`config.mk`:
```
export PLATFORM = sky130hd
export DESIGN_NAME = morse_digit_keyer
export DESIGN_NICKNAME = d
export VERILOG_FILES = /design/src/rtl/core/mdk_pkg.sv /design/src/rtl/core/morse_digit_keyer.sv
export SDC_FILE = /design/constraint.sdc
export NUM_CORES = 1
export LEC_CHECK = 0
export ABC_AREA = 0
export BUFFER_PORTS_ARGS = -buffer_cell sky130_fd_sc_hd__buf_2
export CAP_MARGIN = 20
export CORE_MARGIN = 2
export CORE_UTILIZATION = 60
export DETAILED_ROUTE_END_ITERATION = 12
export GPL_TIMING_DRIVEN = 0
export MAX_ROUTING_LAYER = met4
export PLACE_DENSITY = 0.8
export SLEW_MARGIN = 10
export SYNTH_ARGS = -nofsm -noshare
export SYNTH_HDL_FRONTEND = slang
export SYNTH_SLANG_ARGS = --single-unit
```
`constraint.sdc`:
```
create_clock -name clk -period 3.8 [get_ports clk]
set_input_delay 0.57 -clock clk [delete_from_list [all_inputs] [get_ports clk]]
set_output_delay 0.57 -clock clk [all_outputs]
set_load 0.05 [all_outputs]
```
`src/rtl/core/mdk_pkg.sv`:
```
// Package for the Morse digit keyer: item and result types, operation codes,
// register indexes, reset values and the digit-to-dash-pattern table.
// No dependencies.
package mdk_pkg;

  localparam int unsigned ELEMENTS_PER_DIGIT = 5;
  localparam int unsigned TICK_W             = 16;
  localparam int unsigned IDX_W              = 3;
  localparam int unsigned CFG_IDX_W          = 2;

  localparam logic [IDX_W-1:0] LAST_ELEMENT  = IDX_W'(ELEMENTS_PER_DIGIT - 1);
  localparam logic [3:0]       MAX_DIGIT     = 4'd9;

  localparam logic [TICK_W-1:0] DOT_TICKS_RST      = 16'd100;
  localparam logic [TICK_W-1:0] DASH_TICKS_RST     = 16'd250;
  localparam logic [TICK_W-1:0] CHAR_GAP_TICKS_RST = 16'd500;

  typedef enum logic {
    OP_LOAD = 1'b0,
    OP_TICK = 1'b1
  } mdk_op_t;

  typedef enum logic [CFG_IDX_W-1:0] {
    REG_DOT_TICKS      = 2'd0,
    REG_DASH_TICKS     = 2'd1,
    REG_CHAR_GAP_TICKS = 2'd2
  } mdk_reg_t;

  typedef struct packed {
    mdk_op_t    operation;
    logic [3:0] digit;
  } mdk_item_t;

  typedef struct packed {
    logic lamp;
    logic busy_res;
    logic rejected;
    logic finished;
  } mdk_result_t;

  // Bit i set when element i (first sent is bit 0) is a dash.
  function automatic logic [ELEMENTS_PER_DIGIT-1:0] dash_table(input logic [3:0] digit);
    logic [ELEMENTS_PER_DIGIT-1:0] pat;
    unique case (digit)
      4'd0:    pat = 5'b11111;
      4'd1:    pat = 5'b11110;
      4'd2:    pat = 5'b11100;
      4'd3:    pat = 5'b11000;
      4'd4:    pat = 5'b10000;
      4'd5:    pat = 5'b00000;
      4'd6:    pat = 5'b00001;
      4'd7:    pat = 5'b00011;
      4'd8:    pat = 5'b00111;
      4'd9:    pat = 5'b01111;
      default: pat = 5'b00000;
    endcase
    return pat;
  endfunction

endpackage

```
`src/rtl/core/morse_digit_keyer.sv`:
```
// Morse digit keyer top level: keying state, timing registers and a
// two-entry result buffer. Depends on mdk_pkg.
//
// Usage:
//   Input channel (item_valid / item_stall / item) carries transactions of
//   two kinds: a load (operation OP_LOAD) starts keying a digit 0 to 9, a
//   tick (OP_TICK) advances time by one step. Every accepted transaction
//   produces exactly one result transaction (result_valid / result_stall /
//   result) holding the lamp level, busy flag, reject flag and the finished
//   pulse that marks the end of the final character gap.
//   A load while busy or of a code above 9 is rejected; state is untouched.
//   Timing registers (dot, dash, character gap, in ticks) are written via
//   cfg_write / cfg_index / cfg_data; the user must do so only while idle,
//   which the block itself does not enforce. Unknown indexes are ignored.
// Throughput:
//   One transaction per clock while item_stall is low; keying state and the
//   result are registered when it is accepted. The state update is a single
//   decrement/compare and reload of the 16-bit phase counter.
// Stall behavior:
//   The result register is backed by one skid entry. While the receiver
//   stalls, one further transaction is still accepted into the skid entry;
//   item_stall rises only when that entry is occupied.
// Reset:
//   rst (synchronous) returns to idle with the lamp off, empties the result
//   buffer and restores timing registers to 100 / 250 / 500 ticks.
module morse_digit_keyer (
  input  logic                             clk,
  input  logic                             rst,
  input  logic                             item_valid,
  output logic                             item_stall,
  input  mdk_pkg::mdk_item_t               item,
  output logic                             result_valid,
  input  logic                             result_stall,
  output mdk_pkg::mdk_result_t             result,
  input  logic                             cfg_write,
  input  logic [mdk_pkg::CFG_IDX_W-1:0]    cfg_index,
  input  logic [mdk_pkg::TICK_W-1:0]       cfg_data
);
  import mdk_pkg::*;

  // Timing registers
  logic [TICK_W-1:0] dot_ticks;
  logic [TICK_W-1:0] dash_ticks;
  logic [TICK_W-1:0] char_gap_ticks;

  // Keying state
  logic [ELEMENTS_PER_DIGIT-1:0] dash_pattern, dash_pattern_next;
  logic [IDX_W-1:0]              element_index, element_index_next;
  logic                          lamp_phase, lamp_phase_next;
  logic [TICK_W-1:0]             ticks_left, ticks_left_next;
  logic                          keying_active, keying_active_next;

  // Result buffer: head register plus skid entry
  mdk_result_t res_next;
  mdk_result_t skid;
  logic        skid_valid;

  logic accept;
  logic pop;
  logic [IDX_W-1:0] idx_inc;

  assign item_stall = skid_valid;
  assign accept     = item_valid && !item_stall;
  assign pop        = result_valid && !result_stall;
  assign idx_inc    = element_index + IDX_W'(1);

  // Timing register writes
  always_ff @(posedge clk) begin
    if (rst) begin
      dot_ticks      <= DOT_TICKS_RST;
      dash_ticks     <= DASH_TICKS_RST;
      char_gap_ticks <= CHAR_GAP_TICKS_RST;
    end else if (cfg_write) begin
      unique case (cfg_index)
        REG_DOT_TICKS:      dot_ticks      <= cfg_data;
        REG_DASH_TICKS:     dash_ticks     <= cfg_data;
        REG_CHAR_GAP_TICKS: char_gap_ticks <= cfg_data;
        default: ;
      endcase
    end
  end

  // Next keying state for the transaction at the input
  always_comb begin
    dash_pattern_next  = dash_pattern;
    element_index_next = element_index;
    lamp_phase_next    = lamp_phase;
    ticks_left_next    = ticks_left;
    keying_active_next = keying_active;
    res_next           = '0;

    if (item.operation == OP_LOAD) begin
      if (keying_active || item.digit > MAX_DIGIT) begin
        res_next.rejected = 1'b1;
      end else begin
        dash_pattern_next  = dash_table(item.digit);
        element_index_next = '0;
        lamp_phase_next    = 1'b1;
        keying_active_next = 1'b1;
        ticks_left_next    = dash_pattern_next[0] ? dash_ticks : dot_ticks;
      end
    end else if (keying_active) begin
      if (ticks_left > TICK_W'(1)) begin
        ticks_left_next = ticks_left - TICK_W'(1);
      end else if (lamp_phase) begin
        // element done: inter-element gap, or character gap after the last
        lamp_phase_next = 1'b0;
        ticks_left_next = (element_index == LAST_ELEMENT) ? char_gap_ticks : dot_ticks;
      end else if (element_index == LAST_ELEMENT) begin
        keying_active_next = 1'b0;
        ticks_left_next    = '0;
        element_index_next = '0;
        res_next.finished  = 1'b1;
      end else begin
        element_index_next = idx_inc;
        lamp_phase_next    = 1'b1;
        ticks_left_next    = dash_pattern[idx_inc] ? dash_ticks : dot_ticks;
      end
    end

    res_next.lamp     = lamp_phase_next & keying_active_next;
    res_next.busy_res = keying_active_next;
  end

  always_ff @(posedge clk) begin
    if (rst) begin
      dash_pattern  <= '0;
      element_index <= '0;
      lamp_phase    <= 1'b0;
      ticks_left    <= '0;
      keying_active <= 1'b0;
    end else if (accept) begin
      dash_pattern  <= dash_pattern_next;
      element_index <= element_index_next;
      lamp_phase    <= lamp_phase_next;
      ticks_left    <= ticks_left_next;
      keying_active <= keying_active_next;
    end
  end

  // Result buffer control. New results go to the head when it is empty or
  // draining this cycle, otherwise into the skid entry.
  always_ff @(posedge clk) begin
    if (rst) begin
      result_valid <= 1'b0;
      skid_valid   <= 1'b0;
    end else begin
      if (accept) begin
        if (!result_valid || pop) begin
          result_valid <= 1'b1;
        end else begin
          skid_valid <= 1'b1;
        end
      end else if (pop) begin
        result_valid <= skid_valid;
        skid_valid   <= 1'b0;
      end
    end
  end

  always_ff @(posedge clk) begin
    if (accept) begin
      if (!result_valid || pop) begin
        result <= res_next;
      end else begin
        skid <= res_next;
      end
    end else if (pop && skid_valid) begin
      result <= skid;
    end
  end

endmodule

```
Word level (Yosys, flattened, before mapping)
Memories as Yosys holds them, arrays and structs flattened.
Cells that the tools add are included.
- memories kept: 1
- bits of input ports: 28
- register bits: 84
- memory bits (read-only): 80
- multiplexer cells: 46
- bitwise operators: 4
- $lt $le $gt $ge: 3
- add/subtract/negate cells: 2
- reductions and logical operators: 21
- equality and inequality tests: 9
- memories (name ; depth ; bits a word ; read ports ; clocked after memory_dff ; wr ports ; line ; source):
    (name not given) ; 16 ; 5 ; 1 ; 0 ; 0 ; mdk_pkg.sv:44 ; unique case (digit)
- operators by type and width (cell ; number):
    2-to-1 mux 16 bit ; 9
    2-to-1 mux 1 bit ; 25
    2-to-1 mux 3 bit ; 6
    greater-than comparator 16 x 1 -> 1 bit (second input constant) ; 1
    subtractor 16 x 1 -> 16 bit (second input constant) ; 1
    AND reduction 2 bit ; 7
    2-to-1 mux 4 bit ; 3
    2-to-1 mux 5 bit ; 2
    inequality test 2 bit (second input constant) ; 4
    AND reduction 3 bit ; 2
    AND reduction 5 bit ; 1
    greater-than comparator 4 bit (second input constant) ; 1
    < comparator 3 x 4 -> 1 bit (second input constant) ; 1
    inequality test 2 x 1 -> 1 bit (second input constant) ; 2
    nonzero test 2 bit ; 2
    adder 3 x 1 -> 3 bit (second input constant) ; 1
    binary-select mux 1 bit (select 3 bit) ; 1
    == test 3 bit (second input constant) ; 1
    logical AND 1 bit ; 3
    zero test 1 bit ; 3
    inverter 1 bit ; 3
    == test 2 x 1 -> 1 bit (second input constant) ; 1
    == test 2 bit (second input constant) ; 1
    zero test 2 bit ; 1
    other kinds (2) ; 3

Longest topological paths before layout
Gate-level depths: netlist of run 1.
- word-level depth: 9
- depth in mapped cells: 10

Least setup slack after synthesis of run 1
OpenSTA, ideal clock, no wires.
- path type: register to register
- start: reg element_index[0]
- end: reg ticks_left[2]
- arrival: 2.617 ns
- slack: 1.056 ns
- setup time: 0.128 ns
- period minus slack after synthesis: 2.744 ns
- path buffers: 1
- stages on the path, launching flop included: 9
- path through: dfxtp_1 > clkbuf_1 > inv_1 > ha_1 > mux4_2 > mux2i_1 > mux2_2 > a221oi_1 > o41ai_1
- word-level cells in the longest chain between the ends: 9
- elaborated cells between the ends (all ways): 11
- RTL lines (item ; line ; source):
    start: declaration ; morse_digit_keyer.sv:48 ; logic [IDX_W-1:0] element_index, element_index_next;
    start signal: assignment ; morse_digit_keyer.sv:134 ; element_index <= element_index_next;
    adder 3 x 1 -> 3 bit ; morse_digit_keyer.sv:65 ; assign idx_inc = element_index + IDX_W'(1);
    binary-select mux 1 bit (select 3 bit) ; morse_digit_keyer.sv:117 ; ticks_left_next = dash_pattern[idx_inc] ? dash_ticks : dot_ticks;
    2-to-1 mux 1 bit (not written as such) ; morse_digit_keyer.sv:117 ;
    2-to-1 mux 16 bit ; morse_digit_keyer.sv:117 ;
    2-to-1 mux 16 bit ; morse_digit_keyer.sv:109 ; end else if (element_index == LAST_ELEMENT) begin
    2-to-1 mux 16 bit * ; morse_digit_keyer.sv:105 ; end else if (lamp_phase) begin
    2-to-1 mux 16 bit * ; morse_digit_keyer.sv:103 ; if (ticks_left > TICK_W'(1)) begin
    2-to-1 mux 16 bit * ; morse_digit_keyer.sv:102 ; end else if (keying_active) begin
    2-to-1 mux 16 bit * ; morse_digit_keyer.sv:92 ; if (item.operation == OP_LOAD) begin
    end signal: assignment ; morse_digit_keyer.sv:136 ; ticks_left <= ticks_left_next;
    end: declaration ; morse_digit_keyer.sv:50 ; logic [TICK_W-1:0] ticks_left, ticks_left_next;
Mark *: on every way between the ends. The rest lies on a longest branch, timed or not. The select of a mux whose other input is x is not followed.
A chain may end at the register's enable or synchronous reset.

Worst setup path after layout of run 1
Ends and elaborated chain as after synthesis.

==> reports/results.txt, run 1 <==
Status = completed
Worst vdd ir = 0.342 mV
Worst Path Required = 4040 ps
Top cells by area in the synthesized netlist = sky130_fd_sc_hd__dfxtp_1, sky130_fd_sc_hd__nand2_1, sky130_fd_sc_hd__a21oi_1
Largest buffer count on any clock path = 2
Final-report hold violation count = 0
Insertion delay to the later sink of the worst-skew pair = 360 ps
Leakage dissipation = 1.89 nW
Number of antenna violations at the first check in global routing = 0
Dominant register cell in the synthesized netlist = sky130_fd_sc_hd__dfxtp_1
Clock transition at the register clock pins on the worst setup and hold paths after CTS = 100 ps
Wire length of the first global-routing pass = 20,700 µm
Transition time at the pin with the least slew margin = 1010 ps
Top fanout value on the critical path = 8
Share of the yosys chip area belonging to registers = 39.3%
Final Max Tran Viols = 0
Layout filler cell count = 631
Highest clock rate = 291 MHz
Fraction of layout cells with a size suffix above 1 = 11.8%
Layout Area Growth over Synthesis = 10.6%
Data arrival time of the worst path = 3670 ps
Via count of the first global-routing pass = 3,918
Post-synth cell types = 62
Area inside the core boundary = 0.00725 mm²
DP HPWL = 9710 µm
Post-synthesis average cell area = 7.98 µm²
Overall die area = 0.00817 mm²
DRC violations left = 0
Cell depth of the worst flop-to-flop path = 8
EDFF count, synth = 8
Flops & latches, synth = 84
Maximum number of pins on one net before global-route repair = 18
Synth Instances = 561
Critical path's slowest cell = sky130_fd_sc_hd__mux4_2
Leading cell type in the layout, fill and taps excluded = sky130_fd_sc_hd__nand2_1
Count of placed standard cells including taps = 692
Stages on worst setup path = 8
Worst hold path cell count = 3
DR WL/cell = 18.5 µm
Synthesized net count = 593
CTS Hold Bufs = 0
Slew headroom = 32.6%
CP cell instances = clkbuf_1, inv_1, ha_1, mux4_2, mux2i_1, mux2_2, a221oi_1, o41ai_1
Sort of element at the end of the critical path = flip-flop
CTS root buf = sky130_fd_sc_hd__clkbuf_8
Setup violations, final = 0
Average vias per placed instance = 6.32
Register-to-register path setup slack = 360 ps
Multi-input logic area = 0.00254 mm²
Yosys warnings = 0
Final Cell Area = 0.00495 mm²
Count of input and output buffers = 32
Tcrit/Tclk final = 90.4%
Startpoint type of the worst setup path = flip-flop
Number of nets at the end of the flow = 636
Number of iterations in the first detailed-routing pass = 5
Total wirelength of the detailed-routed design = 13,100 µm
CTS HTree Levels = 3
RSZ-0062 raised after global routing = false
Diode count = 0
Clock tree from TritonCTS = done
Total negative setup slack = 0 ps
Post-synthesis cell type with the largest combined area = sky130_fd_sc_hd__dfxtp_1
Critical path class = reg -> reg
DP Area = 0.00476 mm²
Pwr dens = 427 mW/mm²
Largest stage delay on the critical path = 580 ps
Die outline width = 90.4 µm
Commonest non-fill, non-tap cells in the layout = sky130_fd_sc_hd__nand2_1, sky130_fd_sc_hd__dfxtp_1, sky130_fd_sc_hd__a21oi_1
Buffers inserted by post-CTS timing repair = 0
Tightest Hold Check Type = in -> reg
Clock sink count = 84
Max cap viols = 0
Count of buffering cells on the critical path with inverters included = 2
Post-layout util = 68.3%
Number of violations reported at the end of detailed-routing iteration 0 = 503
Area occupied by registers = 0.00176 mm²
Number of gates resized after CTS = 0
Top-level port count = 34
Portion of synthesized cell area occupied by the leading cell type = 34.0%
Final weighted congestion of routability-driven global placement = 0.980
Cts bufs inserted = 9
Kind of cell adding the most delay to the critical path = multiplexers
Global-route usage over all layers = 32.9%
Post-synthesis cell area = 0.00448 mm²
Number of routed nets with antenna violations = 0
Starting Density = 61.7%
Chip height = 90.4 µm
Number of vias in the routed layout = 4,476
Number of placement rows = 31
Clock skew after layout = 11.7 ps
Final critical delay including setup and external delays = 3440 ps
Worst-case hold slack = 455 ps
Final instance count without filler cells = 708
Total overflow reported by the global router = 0
Fraction of registers with async set or reset after synthesis = 0%
## logic make-up (layout without fill, tap and decap cells)
group / Yosys count / count (layout) / synth area share, %
buffers and inverters: 44 / 92 / 3.88
AOI/OAI and AO/OA: 146 / 146 / 20.8
xor gates and xnor gates: 12 / 12 / 2.35
and+or+nand+nor: 243 / 243 / 25.7
muxes: 28 / 28 / 6.82
adders and majority gates: 4 / 4 / 1.12
DFF: 84 / 84 / 39.3
## through the flow
stage | power (W) | worst slack (ps)
after global routing | 0.00220 | 164
final | 0.00211 | 364
after CTS | 0.00210 | 487
after global placement | 0.00148 | 538
after floorplan | 0.00135 | 1060
after detailed placement | 0.00149 | 504
## Yosys cell counts (all sizes together) (6+ instances only)
cell,n
edfxtp,8
dfxtp,76
mux2,10
o21ai,17
inv,9
xor2,7
mux2i,17
nor4,7
clkbuf,31
nor3,14
nand3,26
nor2,32
nand4,8
a21oi,63
a31oi,9
o22ai,7
and3,7
nand2,120
a211oi,6
## flip-flops by register name, indices dropped and copies added (netlist names)
name / cells
ticks_left: 16
lamp_phase: 1
result: 4
dot_ticks: 16
item_stall: 1
element_index: 3
skid: 4
dash_ticks: 16
dash_pattern: 5
keying_active: 1
result_valid: 1
char_gap_ticks: 16
## metal layers
metal | share of wire (%) | vias up | GRT usage (%)
met5 | 0 | - | -
met4 | 2.2 | 0 | 12.3
met3 | 9.3 | 38 | 7.01
met2 | 43 | 228 | 47.2
met1 | 45 | 2085 | 45.9
li1 | - | 2125 | -
## worst min-delay path, delay by kind of cell
family | cells | cell delay (ps)
and+or+nand+nor | 2 | 110
buffers and inverters | 1 | 100
## cell type report
| class | instances | share of cell area [%] |
|---|---|---|
| Buffer | 35 | 2.83 |
| Clock buffer | 9 | 2.50 |
| Clock inverter | 7 | 1.31 |
| Inverter | 9 | 0.682 |
| Multi-Input combinational cell | 433 | 51.4 |
| Sequential cell | 84 | 35.6 |
| Tap cell | 99 | 2.50 |
| Timing Repair Buffer | 32 | 3.23 |
## path summary, 6_finish.rpt
| check | start | endpoint |
|---|---|---|
| setup / recovery | element_index[0] | ticks_left[2] |
| hold / removal | cfg_data[7] | char_gap_ticks[7] |
| setup reg to reg | element_index[0] | ticks_left[2] |
| hold reg to reg | char_gap_ticks[15] | char_gap_ticks[15] |
## power breakdown
| part | leakage, nW | switching (W) | internal, W |
|---|---|---|---|
| Clock | 0.0947 | 0.000367 | 0.000255 |
| Sequential | 0.697 | 0.0000372 | 0.000936 |
| Combinational | 1.10 | 0.000333 | 0.000186 |
Note: power is estimated with default switching activity, not from simulation.
==> run 2: changes to the inputs <==
--- a/config.mk
+++ b/config.mk
@@ -14,6 +14,7 @@
 export GPL_TIMING_DRIVEN = 0
 export MAX_ROUTING_LAYER = met4
 export PLACE_DENSITY = 0.8
+export RECOVER_POWER = 25
 export SLEW_MARGIN = 10
 export SYNTH_ARGS = -nofsm -noshare
 export SYNTH_HDL_FRONTEND = slang
==> run 2 against run 1 <==
Non-clock buffer count unchanged. Cell area down 0.13%. Via count hardly changed.
==> reports/results.txt, run 2 (synthesized netlist as in run 1, its figures left out) <==
Final critical delay including setup and external delays = 3430 ps
Routing usage on met3 = 7.01%
Area inside the core boundary = 0.00725 mm²
Sort of element at the end of the critical path = flip-flop
DP HPWL = 9710 µm
Register-to-register path setup slack = 370 ps
CTS root buf = sky130_fd_sc_hd__clkbuf_8
Cts bufs inserted = 9
Data arrival time of the worst path = 3660 ps
Top-level port count = 34
Total wirelength of the detailed-routed design = 13,100 µm
Commonest non-fill, non-tap cells in the layout = sky130_fd_sc_hd__nand2_1, sky130_fd_sc_hd__dfxtp_1, sky130_fd_sc_hd__a21oi_1
Met2 Track Usage GR = 47.2%
Global-route usage over all layers = 32.9%
RSZ-0062 raised after global routing = false
Total overflow reported by the global router = 0
Number of violations reported at the end of detailed-routing iteration 0 = 499
Largest buffer count on any clock path = 2
Largest stage delay on the critical path = 580 ps
Number of nets at the end of the flow = 636
Diode count = 0
Buffers inserted by post-CTS timing repair = 0
DRC violations left = 0
Transition time at the pin with the least slew margin = 983 ps
Layout Area Growth over Synthesis = 10.4%
Final-report hold violation count = 0
Setup violations, final = 0
Average vias per placed instance = 6.32
Number of gates resized after CTS = 0
Chip height = 90.4 µm
Total negative setup slack = 0 ps
Final Max Tran Viols = 0
Layout filler cell count = 636
Status = completed
Pwr dens = 427 mW/mm²
Peak-usage layer in the global routing report = met2
Tightest Hold Check Type = in -> reg
Leading cell type in the layout, fill and taps excluded = sky130_fd_sc_hd__nand2_1
Worst vdd ir = 0.341 mV
Slew headroom = 34.3%
CTS Hold Bufs = 0
Tcrit/Tclk final = 90.2%
Number of routed nets with antenna violations = 0
Leakage dissipation = 1.87 nW
CTS HTree Levels = 3
Final Cell Area = 0.00494 mm²
CP cell instances = clkbuf_1, inv_1, ha_1, mux4_2, mux2i_1, mux2_2, a221oi_1, o41ai_1
Clock tree from TritonCTS = done
Die outline width = 90.4 µm
Via count of the first global-routing pass = 3,918
Clock skew after layout = 11.5 ps
Overall die area = 0.00817 mm²
Highest clock rate = 292 MHz
Worst Path Required = 4040 ps
Critical path's slowest cell = sky130_fd_sc_hd__mux4_2
Number of placement rows = 31
Top fanout value on the critical path = 8
Count of input and output buffers = 32
Starting Density = 61.7%
Insertion delay to the later sink of the worst-skew pair = 350 ps
Fraction of layout cells with a size suffix above 1 = 11.0%
Max cap viols = 0
Number of iterations in the first detailed-routing pass = 6
Wire length of the first global-routing pass = 20,700 µm
Worst-case hold slack = 457 ps
GR Util met1 = 45.9%
DR WL/cell = 18.5 µm
Maximum number of pins on one net before global-route repair = 18
Post-layout util = 68.2%
Clock transition at the register clock pins on the worst setup and hold paths after CTS = 100 ps
Critical path class = reg -> reg
Number of vias in the routed layout = 4,472
Final weighted congestion of routability-driven global placement = 0.980
DP Area = 0.00476 mm²
Clock sink count = 84
Number of antenna violations at the first check in global routing = 0
Startpoint type of the worst setup path = flip-flop
[run 2: per-layer routing]
| layer | vias up | routed length, µm |
|---|---|---|
| met5 | - | 0 |
| met4 | 0 | 308 |
| met3 | 32 | 1350 |
| met2 | 216 | 5640 |
| met1 | 2093 | 5770 |
| li1 | 2131 | - |
[run 2: cell type report]
type / instances / area, µm² / share of cell area (%)
Multi-Input combinational cell: 433 / 2540 / 51.4
Timing Repair Buffer: 32 / 154 / 3.11
Clock buffer: 9 / 124 / 2.51
Sequential cell: 84 / 1760 / 35.6
Inverter: 9 / 33.8 / 0.683
Tap cell: 99 / 124 / 2.51
Buffer: 35 / 140 / 2.83
Clock inverter: 7 / 65.1 / 1.32
[run 2: worst paths after layout]
path / end / start / cells after the start
max reg2reg: ticks_left[2] / element_index[0] / 8
max: ticks_left[2] / element_index[0] / 8
min: dash_ticks[11] / cfg_data[11] / 3
min reg2reg: char_gap_ticks[15] / char_gap_ticks[15] / 2
[run 2: through the flow]
step                cells  setup slack (ps)  power (W)
floorplan             561              1060    0.00135
global placement      692               538    0.00148
detailed placement    692               504    0.00149
CTS                   708               487    0.00210
global route          708               164    0.00220
finish                708               372    0.00211
[run 2: worst max-delay path: cells and delay by family (launching register included)]
kind | cells | cell delay (ps)
muxes | 3 | 1550
AOI/OAI and AO/OA | 2 | 620
buffers and inverters | 2 | 420
adders and majority gates | 1 | 380
DFF | 1 | 340
[run 2: power breakdown]
| group | internal (W) | switching [W] | leakage [nW] |
|---|---|---|---|
| logic | 0.000184 | 0.000331 | 1.08 |
| clock network | 0.000255 | 0.000368 | 0.0947 |
| registers | 0.000936 | 0.0000372 | 0.697 |
